File: src/rtl/core/rrps_pkg.sv
// Shared types and codes for the round-robin process scheduler.
`default_nettype none
package rrps_pkg;

  // Field widths of the request and result items
  localparam int REQ_W    = 2;
  localparam int TIME_W   = 32;
  localparam int STATUS_W = 2;
  localparam int TID_W    = 4;
  localparam int TICKS_W  = 32;
  localparam int QUANT_W  = 16;

  // Task table size; every id fits in TID_W bits
  localparam int TASK_COUNT = 16;

  // Configuration port
  localparam int APB_AW   = 3;
  localparam int APB_DW   = 32;
  localparam logic [APB_AW-3:0] REG_QUANTUM = 1'b0;
  localparam logic [QUANT_W-1:0] QUANTUM_RESET = 16'd100;

  // Request codes
  localparam logic [REQ_W-1:0] REQ_TICK   = 2'd0;
  localparam logic [REQ_W-1:0] REQ_CREATE = 2'd1;
  localparam logic [REQ_W-1:0] REQ_SLEEP  = 2'd2;

  // Status codes
  localparam logic [STATUS_W-1:0] STAT_OK     = 2'd0;
  localparam logic [STATUS_W-1:0] STAT_NOFREE = 2'd1;
  localparam logic [STATUS_W-1:0] STAT_NOCUR  = 2'd2;

  // Task states
  localparam logic [1:0] TS_UNUSED   = 2'd0;
  localparam logic [1:0] TS_READY    = 2'd1;
  localparam logic [1:0] TS_RUNNING  = 2'd2;
  localparam logic [1:0] TS_SLEEPING = 2'd3;

  typedef struct packed {
    logic [REQ_W-1:0]  req_type;
    logic [TIME_W-1:0] sleep_time;
  } req_item_t;

  typedef struct packed {
    logic [STATUS_W-1:0] status;
    logic [TID_W-1:0]    task_id;
    logic                switched;
    logic                current_valid;
    logic [TICKS_W-1:0]  ticks_used;
  } rsp_item_t;

endpackage
`default_nettype wire

File: src/rtl/core/rrps_cfg.sv
// APB register block holding the time-slice quantum.
`default_nettype none
module rrps_cfg (
  input  wire logic                        clk,
  input  wire logic                        rst,
  input  wire logic                        psel,
  input  wire logic                        penable,
  input  wire logic                        pwrite,
  input  wire logic [rrps_pkg::APB_AW-1:0] paddr,
  input  wire logic [rrps_pkg::APB_DW-1:0] pwdata,
  output logic      [rrps_pkg::APB_DW-1:0] prdata,
  output logic                             pready,
  output logic      [rrps_pkg::QUANT_W-1:0] quantum
);
  import rrps_pkg::*;

  logic                 wr_en;
  logic [APB_AW-3:0]    reg_idx;

  assign pready  = 1'b1;
  assign reg_idx = paddr[APB_AW-1:2];
  assign wr_en   = psel && penable && pwrite && pready;

  // Quantum register
  always_ff @(posedge clk) begin
    if (rst) begin
      quantum <= QUANTUM_RESET;
    end else if (wr_en && (reg_idx == REG_QUANTUM)) begin
      quantum <= pwdata[QUANT_W-1:0];
    end
  end

  // Read-back
  always_comb begin
    if (reg_idx == REG_QUANTUM) begin
      prdata = {{(APB_DW-QUANT_W){1'b0}}, quantum};
    end else begin
      prdata = '0;
    end
  end

endmodule
`default_nettype wire

File: src/rtl/core/rrps_sched.sv
// Task table, run queue and one-pass request logic of the scheduler.
`default_nettype none
module rrps_sched (
  input  wire logic                          clk,
  input  wire logic                          rst,
  input  wire logic                          en,
  input  wire rrps_pkg::req_item_t           req,
  input  wire logic [rrps_pkg::QUANT_W-1:0]  quantum,
  output rrps_pkg::rsp_item_t                rsp
);
  import rrps_pkg::*;

  localparam int IW = $clog2(TASK_COUNT);
  localparam int FW = $clog2(TASK_COUNT + 1);
  localparam logic [IW-1:0] LAST_ID = IW'(TASK_COUNT - 1);
  localparam logic [FW-1:0] FREE_END = FW'(TASK_COUNT);

  // Task table and rings
  logic [1:0]        task_state  [TASK_COUNT];
  logic [TIME_W-1:0] time_left   [TASK_COUNT];
  logic [TICKS_W-1:0] tick_total [TASK_COUNT];
  logic [IW-1:0]     run_ring    [TASK_COUNT];
  logic [IW-1:0]     run_head;
  logic [IW-1:0]     run_tail;
  logic [FW-1:0]     free_head;
  logic [IW-1:0]     current_task;
  logic              have_current;

  // Decisions for this item
  logic               q_empty;
  logic [IW-1:0]      head_id;
  logic [IW-1:0]      new_id;
  logic [TICKS_W-1:0] cur_ticks;
  logic [TICKS_W-1:0] cur_ticks_inc;
  logic [TIME_W-1:0]  cur_tl_dec;
  logic               start_en;
  logic [IW-1:0]      start_id;
  logic               start_self;
  logic               pop_en;
  logic               push_en;
  logic [IW-1:0]      push_id;
  logic               tt_we;
  logic               tl_we;
  logic [TIME_W-1:0]  tl_val;
  logic               st_we;
  logic [1:0]         st_val;
  logic               create_en;
  logic [STATUS_W-1:0] status;
  logic [IW-1:0]      cur_after;
  logic               have_after;
  logic [TICKS_W-1:0] ticks_after;

  function automatic logic [IW-1:0] wrap_inc(input logic [IW-1:0] p);
    return (p == LAST_ID) ? '0 : p + 1'b1;
  endfunction

  assign q_empty    = (run_head == run_tail);
  assign head_id    = run_ring[run_head];
  assign new_id     = free_head[IW-1:0];
  assign cur_ticks  = tick_total[current_task];
  assign cur_ticks_inc = (&cur_ticks) ? cur_ticks : cur_ticks + 1'b1;
  assign cur_tl_dec = time_left[current_task] - 1'b1;
  assign start_self = start_en && (start_id == current_task);

  // Request decode and scheduling rules
  always_comb begin
    start_en  = 1'b0;
    start_id  = '0;
    pop_en    = 1'b0;
    push_en   = 1'b0;
    push_id   = current_task;
    tt_we     = 1'b0;
    tl_we     = 1'b0;
    tl_val    = cur_tl_dec;
    st_we     = 1'b0;
    st_val    = TS_READY;
    create_en = 1'b0;
    status    = STAT_OK;
    case (req.req_type)
      REQ_TICK: begin
        if (!have_current) begin
          start_en = 1'b1;
        end else begin
          tt_we = 1'b1;
          if (current_task == '0) begin
            // idle task leaves only for a queued task
            if (!q_empty) begin
              start_en = 1'b1;
              start_id = head_id;
              pop_en   = 1'b1;
            end
          end else if (task_state[current_task] == TS_RUNNING) begin
            tl_we = 1'b1;
            if (cur_tl_dec == '0) begin
              // slice used up: requeue, then take the head (itself if alone)
              st_we    = 1'b1;
              push_en  = 1'b1;
              pop_en   = 1'b1;
              start_en = 1'b1;
              start_id = q_empty ? current_task : head_id;
            end
          end else begin
            // current task asleep: next queued task, else idle
            start_en = 1'b1;
            if (!q_empty) begin
              start_id = head_id;
              pop_en   = 1'b1;
            end
          end
        end
      end
      REQ_CREATE: begin
        if (free_head >= FREE_END) begin
          status = STAT_NOFREE;
        end else begin
          create_en = 1'b1;
          push_en   = 1'b1;
          push_id   = new_id;
        end
      end
      REQ_SLEEP: begin
        if (!have_current) begin
          status = STAT_NOCUR;
        end else begin
          tl_we  = 1'b1;
          tl_val = req.sleep_time;
          st_we  = 1'b1;
          st_val = TS_SLEEPING;
        end
      end
      default: begin
      end
    endcase
  end

  // Result fields after the step
  always_comb begin
    cur_after  = start_en ? start_id : current_task;
    have_after = have_current || start_en;
    if (!have_after) begin
      ticks_after = '0;
    end else if (tt_we && (cur_after == current_task)) begin
      ticks_after = cur_ticks_inc;
    end else begin
      ticks_after = tick_total[cur_after];
    end
    rsp.status        = status;
    rsp.switched      = start_en;
    rsp.current_valid = have_after;
    rsp.ticks_used    = ticks_after;
    if (create_en) begin
      rsp.task_id = TID_W'(new_id);
    end else if (have_after) begin
      rsp.task_id = TID_W'(cur_after);
    end else begin
      rsp.task_id = '0;
    end
  end

  // Table, pointer and current-task update
  always_ff @(posedge clk) begin
    if (rst) begin
      for (int i = 0; i < TASK_COUNT; i++) begin
        task_state[i]  <= TS_UNUSED;
        time_left[i]   <= '0;
        tick_total[i]  <= '0;
      end
      task_state[0] <= TS_READY;
      run_head      <= '0;
      run_tail      <= '0;
      free_head     <= FW'(1);
      current_task  <= '0;
      have_current  <= 1'b0;
    end else if (en) begin
      if (tt_we) begin
        tick_total[current_task] <= cur_ticks_inc;
      end
      // a task restarting itself takes only the start values below
      if (tl_we && !start_self) begin
        time_left[current_task] <= tl_val;
      end
      if (st_we && !start_self) begin
        task_state[current_task] <= st_val;
      end
      if (create_en) begin
        task_state[new_id] <= TS_READY;
        free_head          <= free_head + 1'b1;
      end
      if (push_en) begin
        run_tail <= wrap_inc(run_tail);
      end
      if (pop_en) begin
        run_head <= wrap_inc(run_head);
      end
      if (start_en) begin
        task_state[start_id] <= TS_RUNNING;
        time_left[start_id]  <= {{(TIME_W-QUANT_W){1'b0}}, quantum};
        current_task         <= start_id;
        have_current         <= 1'b1;
      end
    end
  end

  // Run-queue ring storage
  always_ff @(posedge clk) begin
    if (en && push_en) begin
      run_ring[run_tail] <= push_id;
    end
  end

endmodule
`default_nettype wire

File: src/rtl/core/round_robin_process_scheduler_unit.sv
// Top level of the round-robin process scheduler: channels, staging registers.
//
//   channel   direction  handshake              payload
//   in        to block   in_valid / in_ready    in_data  (req_item_t)
//   out       from block out_valid / out_ready  out_data (rsp_item_t)
//   cfg       to block   APB psel/penable/pready quantum at byte address 0
//
// One item per cycle sustained while out_ready stays high; an accepted item
// passes through the input register, then through the task table logic into
// the result register, where out_valid rises with its result.
// Reset (rst, synchronous) leaves task 0 ready, no current task, quantum 100.
// A stalled result holds in the output register; the input register still
// takes one more item, and in_ready drops only when both are full.
`default_nettype none
module round_robin_process_scheduler_unit (
  input  wire logic                         clk,
  input  wire logic                         rst,
  input  wire logic                         in_valid,
  output logic                              in_ready,
  input  wire rrps_pkg::req_item_t          in_data,
  output logic                              out_valid,
  input  wire logic                         out_ready,
  output rrps_pkg::rsp_item_t               out_data,
  input  wire logic                         psel,
  input  wire logic                         penable,
  input  wire logic                         pwrite,
  input  wire logic [rrps_pkg::APB_AW-1:0]  paddr,
  input  wire logic [rrps_pkg::APB_DW-1:0]  pwdata,
  output logic      [rrps_pkg::APB_DW-1:0]  prdata,
  output logic                              pready
);
  import rrps_pkg::*;

  logic               in_full;
  req_item_t          in_q;
  logic               advance;
  rsp_item_t          rsp;
  logic [QUANT_W-1:0] quantum;

  assign advance  = in_full && (!out_valid || out_ready);
  assign in_ready = !in_full || advance;

  // Input register
  always_ff @(posedge clk) begin
    if (rst) begin
      in_full <= 1'b0;
    end else if (in_ready) begin
      in_full <= in_valid;
    end
  end

  always_ff @(posedge clk) begin
    if (in_valid && in_ready) begin
      in_q <= in_data;
    end
  end

  // Result register
  always_ff @(posedge clk) begin
    if (rst) begin
      out_valid <= 1'b0;
    end else if (advance) begin
      out_valid <= 1'b1;
    end else if (out_ready) begin
      out_valid <= 1'b0;
    end
  end

  always_ff @(posedge clk) begin
    if (advance) begin
      out_data <= rsp;
    end
  end

  rrps_cfg u_cfg (
    .clk     (clk),
    .rst     (rst),
    .psel    (psel),
    .penable (penable),
    .pwrite  (pwrite),
    .paddr   (paddr),
    .pwdata  (pwdata),
    .prdata  (prdata),
    .pready  (pready),
    .quantum (quantum)
  );

  rrps_sched u_sched (
    .clk     (clk),
    .rst     (rst),
    .en      (advance),
    .req     (in_q),
    .quantum (quantum),
    .rsp     (rsp)
  );

endmodule
`default_nettype wire
File: config.mk
export PLATFORM = sky130hd
export DESIGN_NAME = round_robin_process_scheduler_unit
export DESIGN_NICKNAME = d
export VERILOG_FILES = /design/src/rtl/core/rrps_pkg.sv /design/src/rtl/core/rrps_cfg.sv /design/src/rtl/core/rrps_sched.sv /design/src/rtl/core/round_robin_process_scheduler_unit.sv
export SDC_FILE = /design/constraint.sdc
export NUM_CORES = 2
export LEC_CHECK = 0
export ABC_AREA = 1
export BUFFER_PORTS_ARGS = -buffer_cell sky130_fd_sc_hd__buf_2
export CAP_MARGIN = 20
export CORE_MARGIN = 5
export CORE_UTILIZATION = 60
export DETAILED_ROUTE_END_ITERATION = 7
export PLACE_DENSITY_LB_ADDON = 0.2
export SLEW_MARGIN = 5
export SYNTH_ARGS = -nofsm -noshare
export SYNTH_HDL_FRONTEND = slang
export SYNTH_HIERARCHICAL = 1
export SYNTH_SLANG_ARGS = --single-unit
File: constraint.sdc
create_clock -name clk -period 15.2 [get_ports clk]
set_input_delay 1.52 -clock clk [delete_from_list [all_inputs] [get_ports clk]]
set_output_delay 1.52 -clock clk [all_outputs]
set_load 0.03 [all_outputs]
Word-level counts from Yosys, hierarchy flattened
Memory sizes are Yosys's and may differ from the RTL's. A register that Yosys moved wholly into a read port is not among the register bits.
Cells that the tools add are included.
- shifts and indexed selects: 0
- multipliers: 0
- magnitude comparators: 1
- bitwise gates (word level): 2
- div/mod/pow operators: 0
- add/subtract/negate cells: 5
- mux-type cells: 100
- reduce and logical (&&, ||, !) cells: 31
- eq/ne operators: 8
- operator list (operator ; count):
    32-bit two-way mux ; 7
    4-bit two-way mux ; 28
    32-bit OR reduction ; 3
    1-bit two-way mux ; 53
    32-bit by 1-bit adder with 32-bit output, second input constant ; 1
    32-bit zero test ; 1
    32-bit AND reduction ; 1
    32-bit by 1-bit subtractor with 32-bit output, second input constant ; 1
    16-bit two-way mux ; 1
    2-bit two-way mux ; 7
    4-bit equality test ; 3
    1-bit logical AND ; 10
    4-bit by 1-bit adder with 4-bit output, second input constant ; 2
    4-bit equality test, second input constant ; 2
    2-bit AND reduction ; 4
    1-bit one-hot mux with 2 select lines ; 3
    2-bit OR reduction ; 3
    5-bit by 1-bit adder with 5-bit output, second input constant ; 1
    5-bit greater-or-equal comparator, second input constant ; 1
    2-bit equality test, second input constant ; 2
    4-bit zero test ; 1
    2-bit one-hot mux with 2 select lines ; 1
    1-bit zero test ; 3
    1-bit logical OR ; 3
    other kinds (5) ; 5
- flip-flop bits (word level): 110
- bits in latches: 0
- memories: 4
- output and inout bits: 75
- memory bits (writable): 1120
- memory bits (read-only): 0
- bits of input ports: 76
- memories (memory ; words ; width ; read ports ; clocked after Yosys merged registers in ; write ports ; line ; text):
    u_sched.tick_total ; 16 ; 32 ; 2 ; 1 ; 16 ; rrps_sched.sv:21 ; logic [TICKS_W-1:0] tick_total [TASK_COUNT];
    u_sched.time_left ; 16 ; 32 ; 1 ; 1 ; 16 ; rrps_sched.sv:20 ; logic [TIME_W-1:0] time_left [TASK_COUNT];
    u_sched.run_ring ; 16 ; 4 ; 1 ; 1 ; 1 ; rrps_sched.sv:22 ; logic [IW-1:0] run_ring [TASK_COUNT];
    u_sched.task_state ; 16 ; 2 ; 1 ; 1 ; 16 ; rrps_sched.sv:19 ; logic [1:0] task_state [TASK_COUNT];

Longest topological paths before layout
- depth in word-level cells: 18
- depth in mapped cells: 38
- depth with buffers taken out: 34

Modules after synthesis
The synthesis kept the hierarchy.
- by module, submodules not included (module ; cells each ; seq. area each (sq um) ; area each (sq um) ; times used):
    rrps_sched ; 7761 ; 31270.0 ; 61505.2 ; 1
    round_robin_process_scheduler_unit ; 86 ; 2262.2 ; 2313.5 ; 1
    rrps_cfg ; 156 ; 320.3 ; 1023.5 ; 1

Worst setup path after synthesis
No wires, ideal clock.
- kind: in2reg
- from: input port out_ready
- to: memory u_sched.tick_total[0][0] (enable)
- cell stages on the path: 10
- required time: 14811 ps
- setup slack: 8757 ps
- data arrival time: 6054 ps
- buffers on the path: 2
- cells stage by stage: inv_1 a21oi_1 inv_1 nor2_1 inv_1 nor2_1 clkbuf_1 nand2_1 clkbuf_1 nand2_1
- RTL lines (element ; line ; text):
    start, declared ; round_robin_process_scheduler_unit.sv:22 ; input wire logic out_ready,
    end, declared ; rrps_sched.sv:21 ;

==> results.ini <==
[synth]
syn-instance-count=8003
yosysUniqueCellTypes=56
async_reset_ff_share_pct=0
synth_edf_count=906
avgSynthCellArea_um2=8.102
seq_area_frac_synth_pct=52.21
synth_most_common_cell=nand2_1
yosysTopAreaCellShare_pct=41.96
synth_seq_cells=1238
synthFlopType=edfxtp_1
yosysTopAreaCell=edfxtp_1
synth_common_cells=nand2_1 (1,951), nand3_1 (1,336), nor2_1 (967)
yosysWarnings=6
synth.area.top_cells=edfxtp_1 (42%), nand2_1 (11%), nand3_1 (10%)
syn_area_um2=64840

[sta]
fin_tns_setup_ns=0
max_freq_mhz=109.4
maxSlewViolCount=0
worstMarginPinSlew_ns=1.290
grt_setup_unrepaired=no
fin_skew_ns=0.02920
setup_viol=0
hold_violations=0
finalCriticalPeriod_ns=9.139
slew_headroom_pct=14.01
fin_ws_ns=6.061
fin_crit_sh_pct=60.13

[drt]
first_pass_iters=8
drt_first_iter_violations=10688
vias=61963
drc_errors=0
wl_um=243800
wl_per_cell_um=26.33
vias_per_cell=6.693
ant_nets=0

[die]
io_pins=151
core_um2=107200
dieArea_um2=114700
rows=120
dieWidth_um=338.7
dieHeight_um=338.7
start_util_pct=60.49

[power]
power_density_nw_per_um2=108.8
p_leak_nw=26.31
share_comb_of_total_power_pct=8.3
p_int_mw=5.711
ir_drop_uv=106.1
p_seq_share_pct=49.4
power.switching_mw=1.867
clock_power_share_pct=42.3
p_sw_share_pct=24.64

[clock_network]
numCtsBuffers=135
htreeDepth=4
holdBufCountCts=0
ctsResizeCount=0
cts_setup_buffers=0
root_buffer=clkbuf_16
cts_buffer_depth=3
cts_tree=done
cts.sinks=1238
clk_pin_slew_ns=0.06
clk_latency_ns=0.76

[final_layout]
area_growth_syn_to_layout_pct=7.419
final_util_pct=64.97
fillers=8866
final_nets=7839
drive_gt1_share_pct=7.541

[outcome]
status=finished clean

[worst_setup_path]
critPathBufInv=4
critPathKind=reg2reg
crit_family=simple AND/OR/NAND/NOR gates
cp-end-kind=register
critical-path-top-cell-by-count=nand2_1
cp_slowest_cell=buf_4
worstPathArrival_ns=9.63
path_max_fanout=131
crit_path_max_incr_delay_ns=0.81
start_kind=register
required_ns=15.69

[place]
pre_cts_ws_ns=6.590
io_buffers=115
hpwl_um=131800
gp_congestion=0.9942

[global_routing]
grt_overflow=0
grt_pass1_vias=58536
antenna_found_initial=11
grt_max_degree=187
gr-usage-all-layers_pct=40.58
grt_pass1_wl_um=356100

[run]
max-cap-violations=0

[min_path]
hold_class=reg2reg

==> worst reg2reg max path, delay by kind of cell (launching register included) <==
| kind | cells | cell delay (ns) |
|---|---|---|
| simple gates | 24 | 4.68 |
| compound gates | 2 | 0.58 |
| flops | 1 | 0.54 |
| buf+inv | 4 | 3.07 |
==> kinds of logic after synthesis <==
kind of cell	synth area share, %
simple gates	28.63
flops	52.21
compound gates	10.81
buf+inv	7.520
xor+xnor	0.5673
fa+ha+maj	0.2509
other cells	0.01158
==> worst paths after layout <==
kind / end / slack [ns] / cells after the start / startpoint
setup reg to reg: out_data[30] / 6.06 / 30 / register
hold / removal: u_sched/task_state[7][0] / 0.46 / 2 / u_sched/task_state[7][0]
setup / recovery: out_data[30] / 6.06 / 30 / register
hold reg to reg: u_sched/task_state[7][0] / 0.46 / 2 / u_sched/task_state[7][0]
==> state kept, by name, indices dropped and copies added (netlist names), 4 cells and up, named ones only <==
| signal | flops |
|---|---|
| in_q | 34 |
| out_data | 40 |
| u_cfg/quantum | 16 |
| u_sched/current_task | 4 |
| u_sched/free_head | 5 |
| u_sched/run_head | 4 |
| u_sched/run_ring | 64 |
| u_sched/run_tail | 4 |
| u_sched/task_state | 32 |
| u_sched/tick_total | 512 |
| u_sched/time_left | 512 |
==> layout make-up <==
class | instances | area (um^2) | share of cell area (%)
sequential | 1238 | 33870 | 48.62
multi-input combinational | 5683 | 26370 | 37.86
clock buffer | 201 | 3991 | 5.730
timing repair buffer | 265 | 1755 | 2.520
tap | 1403 | 1755 | 2.520
inverter | 427 | 1633 | 2.344
clock inverter | 36 | 272.8 | 0.3916
antenna | 5 | 12.51 | 0.01796
==> placed cells by master (no fill, tap or decap), types with 7 or more instances in the layout <==
cell,count
a21oi_1,553
a221oi_1,89
a311o_1,14
a32o_1,8
buf_2,116
buf_4,143
clkbuf_1,43
clkbuf_16,147
clkbuf_8,11
clkinv_1,22
clkinv_2,20
conb_1,17
dfxtp_1,328
edfxtp_1,906
ha_1,13
inv_1,389
inv_2,22
nand2_1,1913
nand2_2,38
nand3_1,1335
nand4_1,28
nor2_1,956
nor2_2,38
nor2_4,7
nor4_1,10
o211ai_1,30
o21ai_0,300
o21ai_1,78
o221ai_1,20
o22ai_1,103
o31ai_1,7
or3_1,12
xnor2_1,9
xor2_1,33
==> layer usage <==
metal  up-vias  GRT usage [%]  part of all wire, %
li1      26664              -                    -
met1     28314          50.24                   33
met2      5508          61.04                   43
met3      1471          11.94                   16
met4         6          28.86                  8.4
met5         -         0.2083                0.016
==> power groups by stage <==
stage	clock network, mW	registers [mW]	logic, mW
2_1_floorplan	0	3.81	0.388
3_3_place_gp	0	3.81	0.585
3_5_place_dp	0	3.81	0.593
4_1_cts	3.22	3.74	0.596
5_1_grt	3.36	3.75	0.655
6_report	3.21	3.75	0.626
==> metrics by stage <==
step | instance area (um^2) | total power [mW] | cells | hold WS [ns]
finish | 69650 | 7.578 | 9258 | 0.4623
detailed placement | 65310 | 4.407 | 9009 | 0.4545
global route | 69640 | 7.767 | 9253 | 0.4763
floorplan | 64900 | 4.199 | 8018 | 0.4401
CTS | 69570 | 7.555 | 9246 | 0.4624
global placement | 65300 | 4.395 | 9008 | 0.4492
Power figures use the tool's default switching activity.
